**src/rtl/ldrs_pkg.sv**
```systemverilog
// ----------------------------------------------------------------------------
// ldrs_pkg
// Shared codes, record types and conversion constants for the LED dimmer
// channel with stairway timer.
// ----------------------------------------------------------------------------
`default_nettype none

package ldrs_pkg;

	// Command codes carried in the action field
	localparam logic [2:0] ACT_SWITCH  = 3'd0;
	localparam logic [2:0] ACT_PERCENT = 3'd1;
	localparam logic [2:0] ACT_STEP    = 3'd2;
	localparam logic [2:0] ACT_BLOCK   = 3'd3;
	localparam logic [2:0] ACT_TICK    = 3'd4;

	// Dimmer action held between transactions
	localparam logic [1:0] DIM_STANDBY = 2'd0;
	localparam logic [1:0] DIM_ON      = 2'd1;
	localparam logic [1:0] DIM_OFF     = 2'd2;
	localparam logic [1:0] DIM_DIMMING = 2'd3;

	// Stairway modes (any other nonzero code runs the two-stage mode)
	localparam logic [1:0] MODE_SIMPLE    = 2'd0;
	localparam logic [1:0] MODE_ONE_STAGE = 2'd1;

	// Report codes
	localparam logic [1:0] REPORT_NONE   = 2'd0;
	localparam logic [1:0] REPORT_SEND   = 2'd1;
	localparam logic [1:0] REPORT_UPDATE = 2'd2;

	// Configuration register indexes
	localparam logic [2:0] REG_MIN_LEVEL   = 3'd0;
	localparam logic [2:0] REG_MAX_LEVEL   = 3'd1;
	localparam logic [2:0] REG_UP_RATE     = 3'd2;
	localparam logic [2:0] REG_DOWN_RATE   = 3'd3;
	localparam logic [2:0] REG_STAIR_FIRST = 3'd4;
	localparam logic [2:0] REG_STAIR_MID   = 3'd5;
	localparam logic [2:0] REG_STAIR_SECOND = 3'd6;
	localparam logic [2:0] REG_DIM_MODE    = 3'd7;

	localparam logic [6:0]  PCT_FULL     = 7'd100;
	localparam logic [10:0] STEP_TENTHS  = 11'd50;
	localparam logic [9:0]  ON_MARGIN    = 10'd9;
	localparam logic [9:0]  REPORT_DELTA = 10'd10;

	// duty = floor(tenths * 65535 / 1000) = (tenths * DUTY_RECIP) >> DUTY_SHIFT
	localparam logic [26:0] DUTY_RECIP = 27'd68718429;
	localparam int          DUTY_SHIFT = 20;
	// percent = floor(tenths / 10) = (tenths * LEVEL_RECIP) >> LEVEL_SHIFT
	localparam logic [10:0] LEVEL_RECIP = 11'd1639;
	localparam int          LEVEL_SHIFT = 14;

	typedef struct packed {
		logic [6:0]  min_level;
		logic [6:0]  max_level;
		logic [15:0] up_rate;
		logic [15:0] down_rate;
		logic [31:0] stair_time_first;
		logic [6:0]  stair_level_mid;
		logic [31:0] stair_time_second;
		logic [1:0]  dim_mode;
	} cfg_t;

	typedef struct packed {
		logic [2:0]  action;
		logic [6:0]  command_value;
		logic [15:0] elapsed_ms;
	} item_t;

	typedef struct packed {
		logic [9:0] tenths;
		logic       is_on;
		logic [1:0] report;
	} step_res_t;

	// Saturate a percent at 100 and scale to tenths
	function automatic logic [9:0] pct_to_tenths(input logic [6:0] pct);
		logic [9:0] p;
		begin
			p = (pct > PCT_FULL) ? 10'(PCT_FULL) : 10'(pct);
			return (p << 3) + (p << 1);
		end
	endfunction

endpackage

`default_nettype wire

```
**src/rtl/ldrs_step.sv**
```systemverilog
// ----------------------------------------------------------------------------
// ldrs_step
// Channel state and the combinational update for one transaction: commands,
// tick ramp with stairway timeouts, window clamp and report decision.
// ----------------------------------------------------------------------------
`default_nettype none

module ldrs_step (
	input  wire logic              clk,
	input  wire logic              arst_n,
	input  wire ldrs_pkg::cfg_t    cfg,
	input  wire ldrs_pkg::item_t   item,
	input  wire logic              fire,
	output ldrs_pkg::step_res_t    res
);

	localparam logic [1:0] MOVE_NONE = 2'd0;
	localparam logic [1:0] MOVE_UP   = 2'd1;
	localparam logic [1:0] MOVE_DOWN = 2'd2;

	logic [1:0]  dim_action_q;
	logic [9:0]  cur_q;
	logic [9:0]  tgt_q;
	logic [31:0] timer_q;
	logic        blocked_q;

	logic [1:0]  dim_action_d;
	logic [9:0]  cur_d;
	logic [9:0]  tgt_d;
	logic [31:0] timer_d;
	logic        blocked_d;
	logic [1:0]  report_d;

	logic [9:0]  lo;
	logic [9:0]  hi;
	logic [9:0]  mid;
	logic [9:0]  on_floor;

	// tick datapath
	logic [1:0]  move_base;
	logic [1:0]  move_t;
	logic        stair_hit;
	logic [9:0]  stair_tgt;
	logic [9:0]  tgt_t;
	logic [31:0] up_step;
	logic [31:0] dn_step;
	logic [32:0] up_sum;
	logic [32:0] dn_lim;
	logic [9:0]  ramp_cur;
	logic        ramp_fin;
	logic [9:0]  tick_cur;
	logic        tick_fin;
	logic [31:0] timer_sum;
	logic [9:0]  diff;
	logic        tick_on;

	// command datapath
	logic [10:0] step_up;
	logic [9:0]  nv_up;
	logic [9:0]  nv_dn;
	logic [9:0]  nv;

	assign lo       = ldrs_pkg::pct_to_tenths(cfg.min_level);
	assign hi       = ldrs_pkg::pct_to_tenths(cfg.max_level);
	assign mid      = ldrs_pkg::pct_to_tenths(cfg.stair_level_mid);
	assign on_floor = lo + ldrs_pkg::ON_MARGIN;

	// Pick the ramp direction from the held action
	always_comb begin
		case (dim_action_q)
			ldrs_pkg::DIM_ON:      move_base = MOVE_UP;
			ldrs_pkg::DIM_OFF:     move_base = MOVE_DOWN;
			ldrs_pkg::DIM_DIMMING: move_base = (cur_q < tgt_q) ? MOVE_UP : MOVE_DOWN;
			default:               move_base = MOVE_NONE;
		endcase
	end

	// Move the target to a stairway level after timeouts while the target is above the floor
	always_comb begin
		stair_hit = 1'b0;
		stair_tgt = tgt_q;
		if (cfg.dim_mode != ldrs_pkg::MODE_SIMPLE && tgt_q > on_floor) begin
			if (cfg.dim_mode == ldrs_pkg::MODE_ONE_STAGE) begin
				if (timer_q > cfg.stair_time_first) begin
					stair_tgt = lo;
					stair_hit = 1'b1;
				end
			end else if (timer_q > cfg.stair_time_second) begin
				stair_tgt = lo;
				stair_hit = 1'b1;
			end else if (timer_q > cfg.stair_time_first) begin
				stair_tgt = mid;
				stair_hit = 1'b1;
			end
		end
		tgt_t  = stair_tgt;
		move_t = stair_hit ? ((cur_q < stair_tgt) ? MOVE_UP : MOVE_DOWN) : move_base;
	end

	// Ramp toward the target, saturating at it
	assign up_step = 32'(cfg.up_rate) * 32'(item.elapsed_ms);
	assign dn_step = 32'(cfg.down_rate) * 32'(item.elapsed_ms);
	assign up_sum  = 33'(up_step) + 33'(cur_q);
	assign dn_lim  = 33'(tgt_t) + 33'(dn_step);

	always_comb begin
		case (move_t)
			MOVE_UP: begin
				ramp_fin = (up_sum >= 33'(tgt_t));
				ramp_cur = ramp_fin ? tgt_t : up_sum[9:0];
			end
			MOVE_DOWN: begin
				ramp_cur = (33'(cur_q) >= dn_lim) ? (cur_q - dn_step[9:0]) : tgt_t;
				ramp_fin = (ramp_cur <= tgt_t);
			end
			default: begin
				ramp_cur = cur_q;
				ramp_fin = 1'b0;
			end
		endcase
	end

	// Clamp into the window; the minimum wins when the window is inverted
	always_comb begin
		tick_cur = ramp_cur;
		tick_fin = ramp_fin;
		if (ramp_cur <= lo) begin
			tick_cur = lo;
			tick_fin = 1'b1;
		end else if (ramp_cur >= hi) begin
			tick_cur = hi;
			tick_fin = 1'b1;
		end
	end

	assign timer_sum = timer_q + 32'(item.elapsed_ms);
	assign diff      = (tick_cur > cur_q) ? (tick_cur - cur_q) : (cur_q - tick_cur);
	assign tick_on   = (tick_cur > on_floor);

	// Step the target by five percent within the window
	assign step_up = 11'(tgt_q) + ldrs_pkg::STEP_TENTHS;
	assign nv_up   = (step_up >= 11'(hi)) ? hi : step_up[9:0];
	assign nv_dn   = (11'(tgt_q) >= 11'(lo) + ldrs_pkg::STEP_TENTHS) ?
		(tgt_q - ldrs_pkg::STEP_TENTHS[9:0]) : lo;
	assign nv      = (item.command_value != 7'd0) ? nv_up : nv_dn;

	// Next state for the transaction in hand
	always_comb begin
		dim_action_d = dim_action_q;
		cur_d        = cur_q;
		tgt_d        = tgt_q;
		timer_d      = timer_q;
		blocked_d    = blocked_q;
		report_d     = ldrs_pkg::REPORT_NONE;
		case (item.action)
			ldrs_pkg::ACT_SWITCH: begin
				if (!blocked_q) begin
					if (item.command_value != 7'd0) begin
						dim_action_d = ldrs_pkg::DIM_ON;
						tgt_d        = hi;
					end else begin
						dim_action_d = ldrs_pkg::DIM_OFF;
						tgt_d        = 10'd0;
					end
				end
			end
			ldrs_pkg::ACT_PERCENT: begin
				if (!blocked_q) begin
					dim_action_d = ldrs_pkg::DIM_DIMMING;
					tgt_d        = ldrs_pkg::pct_to_tenths(item.command_value);
				end
			end
			ldrs_pkg::ACT_STEP: begin
				if (!blocked_q && nv != tgt_q) begin
					dim_action_d = ldrs_pkg::DIM_DIMMING;
					tgt_d        = nv;
				end
			end
			ldrs_pkg::ACT_BLOCK: begin
				blocked_d = (item.command_value != 7'd0);
			end
			ldrs_pkg::ACT_TICK: begin
				cur_d   = tick_cur;
				tgt_d   = tgt_t;
				timer_d = timer_sum;
				if (tick_fin) begin
					dim_action_d = ldrs_pkg::DIM_STANDBY;
					report_d     = ldrs_pkg::REPORT_SEND;
					if (!tick_on) begin
						timer_d = 32'd0;
					end
				end else if (diff > ldrs_pkg::REPORT_DELTA) begin
					report_d = ldrs_pkg::REPORT_UPDATE;
				end
			end
			default: begin
			end
		endcase
	end

	assign res.tenths = cur_d;
	assign res.is_on  = (cur_d > on_floor);
	assign res.report = report_d;

	// Commit the state when the transaction moves on
	always_ff @(posedge clk or negedge arst_n) begin
		if (!arst_n) begin
			dim_action_q <= ldrs_pkg::DIM_OFF;
			cur_q        <= 10'd0;
			tgt_q        <= 10'd0;
			timer_q      <= 32'd0;
			blocked_q    <= 1'b0;
		end else if (fire) begin
			dim_action_q <= dim_action_d;
			cur_q        <= cur_d;
			tgt_q        <= tgt_d;
			timer_q      <= timer_d;
			blocked_q    <= blocked_d;
		end
	end

endmodule

`default_nettype wire

```
**src/rtl/led_dimmer_ramp_stairway_core.sv**
```systemverilog
// ----------------------------------------------------------------------------
// led_dimmer_ramp_stairway_core
// One LED dimmer channel: commands and millisecond ticks in, duty and status
// out, one result per transaction.
// ----------------------------------------------------------------------------
// Usage:
//   Input channel (in_valid/in_stall) carries action, command_value and
//   elapsed_ms. Each accepted transaction yields exactly one result on the
//   output channel (out_valid/out_stall): pwm_duty, level_percent, is_on and
//   report.
//   Stages: an input register, the state update stage and the duty output
//   register. Throughput: one transaction per cycle while out_stall is low;
//   the channel state is committed as each item leaves the update stage,
//   so back-to-back items see each other's effect.
//   Configuration: write cfg_data to register cfg_index while cfg_we is high;
//   write only while no transaction is in flight.
//   Reset: the channel starts off at level zero, unblocked, timer cleared;
//   registers take their documented defaults.
//   Stall: a stalled result holds; the empty stages in front still fill, and
//   in_stall rises only when every stage holds a transaction.
// ----------------------------------------------------------------------------
`default_nettype none

module led_dimmer_ramp_stairway_core (
	input  wire logic        clk,
	input  wire logic        arst_n,
	// configuration
	input  wire logic        cfg_we,
	input  wire logic [2:0]  cfg_index,
	input  wire logic [31:0] cfg_data,
	// input channel
	input  wire logic        in_valid,
	output      logic        in_stall,
	input  wire logic [2:0]  action,
	input  wire logic [6:0]  command_value,
	input  wire logic [15:0] elapsed_ms,
	// output channel
	output      logic        out_valid,
	input  wire logic        out_stall,
	output      logic [15:0] pwm_duty,
	output      logic [6:0]  level_percent,
	output      logic        is_on,
	output      logic [1:0]  report
);

	ldrs_pkg::cfg_t      cfg_q;
	ldrs_pkg::item_t     item_s1;
	ldrs_pkg::step_res_t res;
	ldrs_pkg::step_res_t res_s2;

	logic        valid_s1;
	logic        valid_s2;
	logic        valid_s3;
	logic        en_s1;
	logic        en_s2;
	logic        en_s3;

	logic [36:0] duty_prod;
	logic [20:0] level_prod;

	logic [15:0] pwm_duty_s3;
	logic [6:0]  level_s3;
	logic        is_on_s3;
	logic [1:0]  report_s3;

	// Configuration registers
	always_ff @(posedge clk or negedge arst_n) begin
		if (!arst_n) begin
			cfg_q.min_level         <= 7'd0;
			cfg_q.max_level         <= 7'd100;
			cfg_q.up_rate           <= 16'd100;
			cfg_q.down_rate         <= 16'd100;
			cfg_q.stair_time_first  <= 32'd0;
			cfg_q.stair_level_mid   <= 7'd0;
			cfg_q.stair_time_second <= 32'd0;
			cfg_q.dim_mode          <= 2'd0;
		end else if (cfg_we) begin
			case (cfg_index)
				ldrs_pkg::REG_MIN_LEVEL:    cfg_q.min_level         <= cfg_data[6:0];
				ldrs_pkg::REG_MAX_LEVEL:    cfg_q.max_level         <= cfg_data[6:0];
				ldrs_pkg::REG_UP_RATE:      cfg_q.up_rate           <= cfg_data[15:0];
				ldrs_pkg::REG_DOWN_RATE:    cfg_q.down_rate         <= cfg_data[15:0];
				ldrs_pkg::REG_STAIR_FIRST:  cfg_q.stair_time_first  <= cfg_data;
				ldrs_pkg::REG_STAIR_MID:    cfg_q.stair_level_mid   <= cfg_data[6:0];
				ldrs_pkg::REG_STAIR_SECOND: cfg_q.stair_time_second <= cfg_data;
				ldrs_pkg::REG_DIM_MODE:     cfg_q.dim_mode          <= cfg_data[1:0];
				default: begin
				end
			endcase
		end
	end

	// Advance a stage when its slot is empty or its contents move on
	assign en_s3    = !valid_s3 || !out_stall;
	assign en_s2    = !valid_s2 || en_s3;
	assign en_s1    = !valid_s1 || en_s2;
	assign in_stall = !en_s1;

	always_ff @(posedge clk or negedge arst_n) begin
		if (!arst_n) begin
			valid_s1 <= 1'b0;
			valid_s2 <= 1'b0;
			valid_s3 <= 1'b0;
		end else begin
			if (en_s1) begin
				valid_s1 <= in_valid;
			end
			if (en_s2) begin
				valid_s2 <= valid_s1;
			end
			if (en_s3) begin
				valid_s3 <= valid_s2;
			end
		end
	end

	// Capture the incoming transaction
	always_ff @(posedge clk) begin
		if (en_s1 && in_valid) begin
			item_s1.action        <= action;
			item_s1.command_value <= command_value;
			item_s1.elapsed_ms    <= elapsed_ms;
		end
	end

	ldrs_step u_step (
		.clk    (clk),
		.arst_n (arst_n),
		.cfg    (cfg_q),
		.item   (item_s1),
		.fire   (valid_s1 && en_s2),
		.res    (res)
	);

	// Hold the updated level and report
	always_ff @(posedge clk) begin
		if (en_s2 && valid_s1) begin
			res_s2 <= res;
		end
	end

	// Scale tenths to duty and percent by reciprocal multiplication
	assign duty_prod  = 37'(res_s2.tenths) * 37'(ldrs_pkg::DUTY_RECIP);
	assign level_prod = 21'(res_s2.tenths) * 21'(ldrs_pkg::LEVEL_RECIP);

	always_ff @(posedge clk) begin
		if (en_s3 && valid_s2) begin
			pwm_duty_s3 <= duty_prod[ldrs_pkg::DUTY_SHIFT +: 16];
			level_s3    <= level_prod[ldrs_pkg::LEVEL_SHIFT +: 7];
			is_on_s3    <= res_s2.is_on;
			report_s3   <= res_s2.report;
		end
	end

	assign out_valid     = valid_s3;
	assign pwm_duty      = pwm_duty_s3;
	assign level_percent = level_s3;
	assign is_on         = is_on_s3;
	assign report        = report_s3;

endmodule

`default_nettype wire

```
**config.mk**
```make
export PLATFORM = sky130hd
export DESIGN_NAME = led_dimmer_ramp_stairway_core
export DESIGN_NICKNAME = d
export VERILOG_FILES = /design/src/rtl/ldrs_pkg.sv /design/src/rtl/ldrs_step.sv /design/src/rtl/led_dimmer_ramp_stairway_core.sv
export SDC_FILE = /design/constraint.sdc
export NUM_CORES = 2
export LEC_CHECK = 0
export ABC_AREA = 1
export BUFFER_PORTS_ARGS = -buffer_cell sky130_fd_sc_hd__buf_2
export CORE_AREA = 2 2 393 200
export CTS_BUF_LIST = sky130_fd_sc_hd__clkbuf_2 sky130_fd_sc_hd__clkbuf_4 sky130_fd_sc_hd__clkbuf_8
export CTS_CLUSTER_SIZE = 25
export DETAILED_ROUTE_END_ITERATION = 8
export DIE_AREA = 0 0 395 202
export GPL_TIMING_DRIVEN = 0
export PLACE_DENSITY = 0.72
export SLEW_MARGIN = 0
export SYNTH_ARGS = -nofsm -noshare
export SYNTH_HDL_FRONTEND = slang
export SYNTH_SLANG_ARGS = --single-unit
```
**constraint.sdc**
```tcl
create_clock -name clk -period 31.2 [get_ports clk]
set_input_delay 1.56 -clock clk [delete_from_list [all_inputs] [get_ports clk]]
set_output_delay 1.56 -clock clk [all_outputs]
set_load 0.05 [all_outputs]
```
==> impl_metrics.ini <==
[floorplanning]
start_util_pct = 55.5
fp.dieW_um = 395
pin_count = 94
rows = 72
die_y_um = 202
dieArea_mm2 = 0.0798
core_mm2 = 0.0765

[synthesis]
synth_edf_count = 65
synth_compound_area_share_pct = 9.75
synth_top_family_by_area = adder cells
ys_seq_area_share_pct = 15.1
ys_types = 72
syn_inst = 5495
synthArstFlopShare_pct = 73.1
synthAdderAreaFrac_pct = 41.4
syn_nets = 6671
syn-cell-area_mm2 = 0.0425
ys_top_cells_by_area = fa_1 23%, ha_1 18%, nand2_1 11%
synth_area_per_cell_um2 = 7.73
yosysTopAreaCellShare_pct = 23.1
yosysTopAreaCell = fa_1
synth-seq-cells = 242
yosys.area_share.simple_pct = 18.1
ys.flop_type = dfrtp_1
synth_xor_xnor_area_share_pct = 3.17
yosysWarnings = 0
synthMuxAreaShare_pct = 0.0471

[cts]
clock-sinks = 242
cts_setup_buffers = 0
cts-resized-gates = 0
cts_root_buffer = clkbuf_8
ctsHoldBuffers = 0
cts_tree = yes
htreeDepth = 2
cts.clk_slew.worst_paths_ps = 70
insertion_delay_ps = 680
numCtsBuffers = 40
cts.path.max_buffers = 3

[placement]
post-place-ws_ps = 15720
gp_congestion = 1.05
dpl.hpwl_um = 112000
portBuffers = 93

[global_routing]
grt_max_degree = 103
grt_util_all_layers_pct = 33.9
antenna_found_initial = 3
grt-ovfl-total = 0
grt_pass1_wl_um = 209000
grt_pass1_vias = 35700

[route]
via_per_inst = 5.65
drt_wl_total_um = 134000
drtAntennaViolNets = 0
drtPass1Iterations = 6
drt-initial-drc-count = 4278
wl_per_cell_um = 20.0
via_count = 37900
drc_errors = 0

[worst_setup_path]
reg2reg_slack_ps = 14980
end_kind = register
reg2regPathDepth = 80
cp-start-kind = register
cp_num_buf_inv = 13
critPathRequiredTime_ps = 31610
crit_type = reg -> reg
rr_endpoint = res_s2[1]$_SDFFCE_PP0P_
cp.arrival_ps = 16630
cp_slowest_stage_delay_ps = 990
path_common_cell = nand2_1
r2r_start = cfg_q[115]$_DFFE_PN0P_
slowest_stage = o21ai_0
crit_fanout = 10
critPathTopFamily = compound AO/OA/AOI/OAI gates

[sta]
setup_viol = 0
finalMaxSlewViolations = 0
worst_slew_pin_slew_ps = 1370
fin_tns_setup_ps = 0
period_minus_slack_ps = 16220
finalHoldViolations = 0
relSlewSlack_pct = 7.78
skew_ps = 52.6
layout_setup_ws_ps = 14980
finalCritPeriodShare_pct = 52.0
rsz0062_at_grt = false
fmax_mhz = 61.7

[final_layout]
drive_gt1_share_pct = 5.07
syn_to_final_growth_pct = 6.37
nNetsFinal = 6810
fill_cells = 7046

[run_status]
status = finished clean

[hold_path]
min_to = report[1]$_DFFE_PP_
hp-start = res_s2[1]$_SDFFCE_PP0P_
whs_path_depth = 0
holdCritPathClass = reg -> reg

[flow_run]
cap_violations = 0
## cells in the final DEF (no fill, tap or decap), types with 52 or more instances in the layout
cell type,synthesis,final
inv_1,1208,1208
o21ai_0,303,301
nand4_1,54,54
clkbuf_1,171,171
buf_2,2,95
xnor2_1,52,52
a21oi_1,238,237
nand3_1,130,130
dfrtp_1,167,167
xor2_1,98,98
fa_1,490,490
ha_1,620,620
nand2_1,1284,1284
nor2_1,229,228
edfxtp_1,65,65
## cell families after synthesis
group,Yosys count
compound gates,732
xor+xnor,152
fa+ha+maj,1110
buf+inv,1410
flops,242
mux,2
simple gates,1847
## synth_stat cells (all sizes together), types with 9 or more instances
master	number
or2	9
o21bai	14
o21ai	318
clkbuf	171
inv	1231
xor2	100
nor3	47
a21boi	13
fa	490
o221ai	14
nand2	1315
o211ai	27
dfrtp	167
a21o	16
dfstp	10
a21oi	239
a31oi	14
nand3b	15
edfxtp	65
o21a	13
xnor2	52
ha	620
nand4	54
nor2	240
a211oi	16
nand3	144
## routing by layer
layer  track usage [%]  vias up  wire, um
li1                  -    17400         -
met1              53.9    18100     61000
met4              6.95        0      3290
met2              43.5     2166     49200
met3              11.5      213     20500
met5             0.298        -         0
## how the worst max path moves through the flow
stage / from / to / slack, ps / depth (start not counted)
after global routing: cfg_q[117]$_DFFE_PN0P_ / res_s2[1]$_SDFFCE_PP0P_ / 14170 / 80
after floorplan: cfg_q[75]$_DFFE_PN1P_ / res_s2[1]$_SDFFCE_PP0P_ / 19800 / 64
after global placement: cfg_q[115]$_DFFE_PN0P_ / res_s2[1]$_SDFFCE_PP0P_ / 15800 / 78
after CTS: cfg_q[115]$_DFFE_PN0P_ / res_s2[1]$_SDFFCE_PP0P_ / 15460 / 80
after detailed placement: cfg_q[115]$_DFFE_PN0P_ / res_s2[1]$_SDFFCE_PP0P_ / 15720 / 80
final: cfg_q[115]$_DFFE_PN0P_ / res_s2[1]$_SDFFCE_PP0P_ / 14980 / 80
## layout make-up
type | instances | area [um2] | area share (%)
antenna | 3 | 7.51 | 0.0166
sequential | 242 | 6390 | 14.2
tap | 1036 | 1300 | 2.87
buffer | 177 | 689 | 1.53
timing repair buffer | 97 | 543 | 1.20
clock buffer | 58 | 736 | 1.63
clock inverter | 16 | 104 | 0.230
multi-input combinational | 3843 | 30800 | 68.1
inverter | 1233 | 4630 | 10.2
## worst register-to-register path: cells and delay by family (launching register included)
kind / cells / cell delay (ps)
AO/OA/AOI/OAI: 21 / 5060
XOR/XNOR: 4 / 1290
adder cells (fa/ha/maj): 7 / 2200
buffers and inverters: 13 / 2560
flip-flops: 1 / 510
AND/OR/NAND/NOR: 35 / 4400
## metrics by stage
stage | cell area, um2 | cells | hold slack (ps) | utilization, %
global placement | 44200 | 6624 | 402 | 57.8
CTS | 45200 | 6702 | 412 | 59.1
global route | 45200 | 6704 | 436 | 59.1
finish | 45200 | 6705 | 422 | 59.1
detailed placement | 44300 | 6628 | 408 | 58.0
floorplan | 42500 | 5495 | 400 | -
## flip-flops by register name, indices dropped and copies added, names as in the netlist
register             flops
cfg_q                  119
is_on                    1
item_s1                 26
level_percent            7
out_valid                1
pwm_duty                16
report                   2
res_s2                  13
u_step.blocked_q         1
u_step.cur_q            10
u_step.dim_action_q      2
u_step.tgt_q            10
u_step.timer_q          32
valid_s1                 1
valid_s2                 1
Power is not shown: default switching activity piles up to over one toggle a cycle in this logic, so the estimate is an artifact.
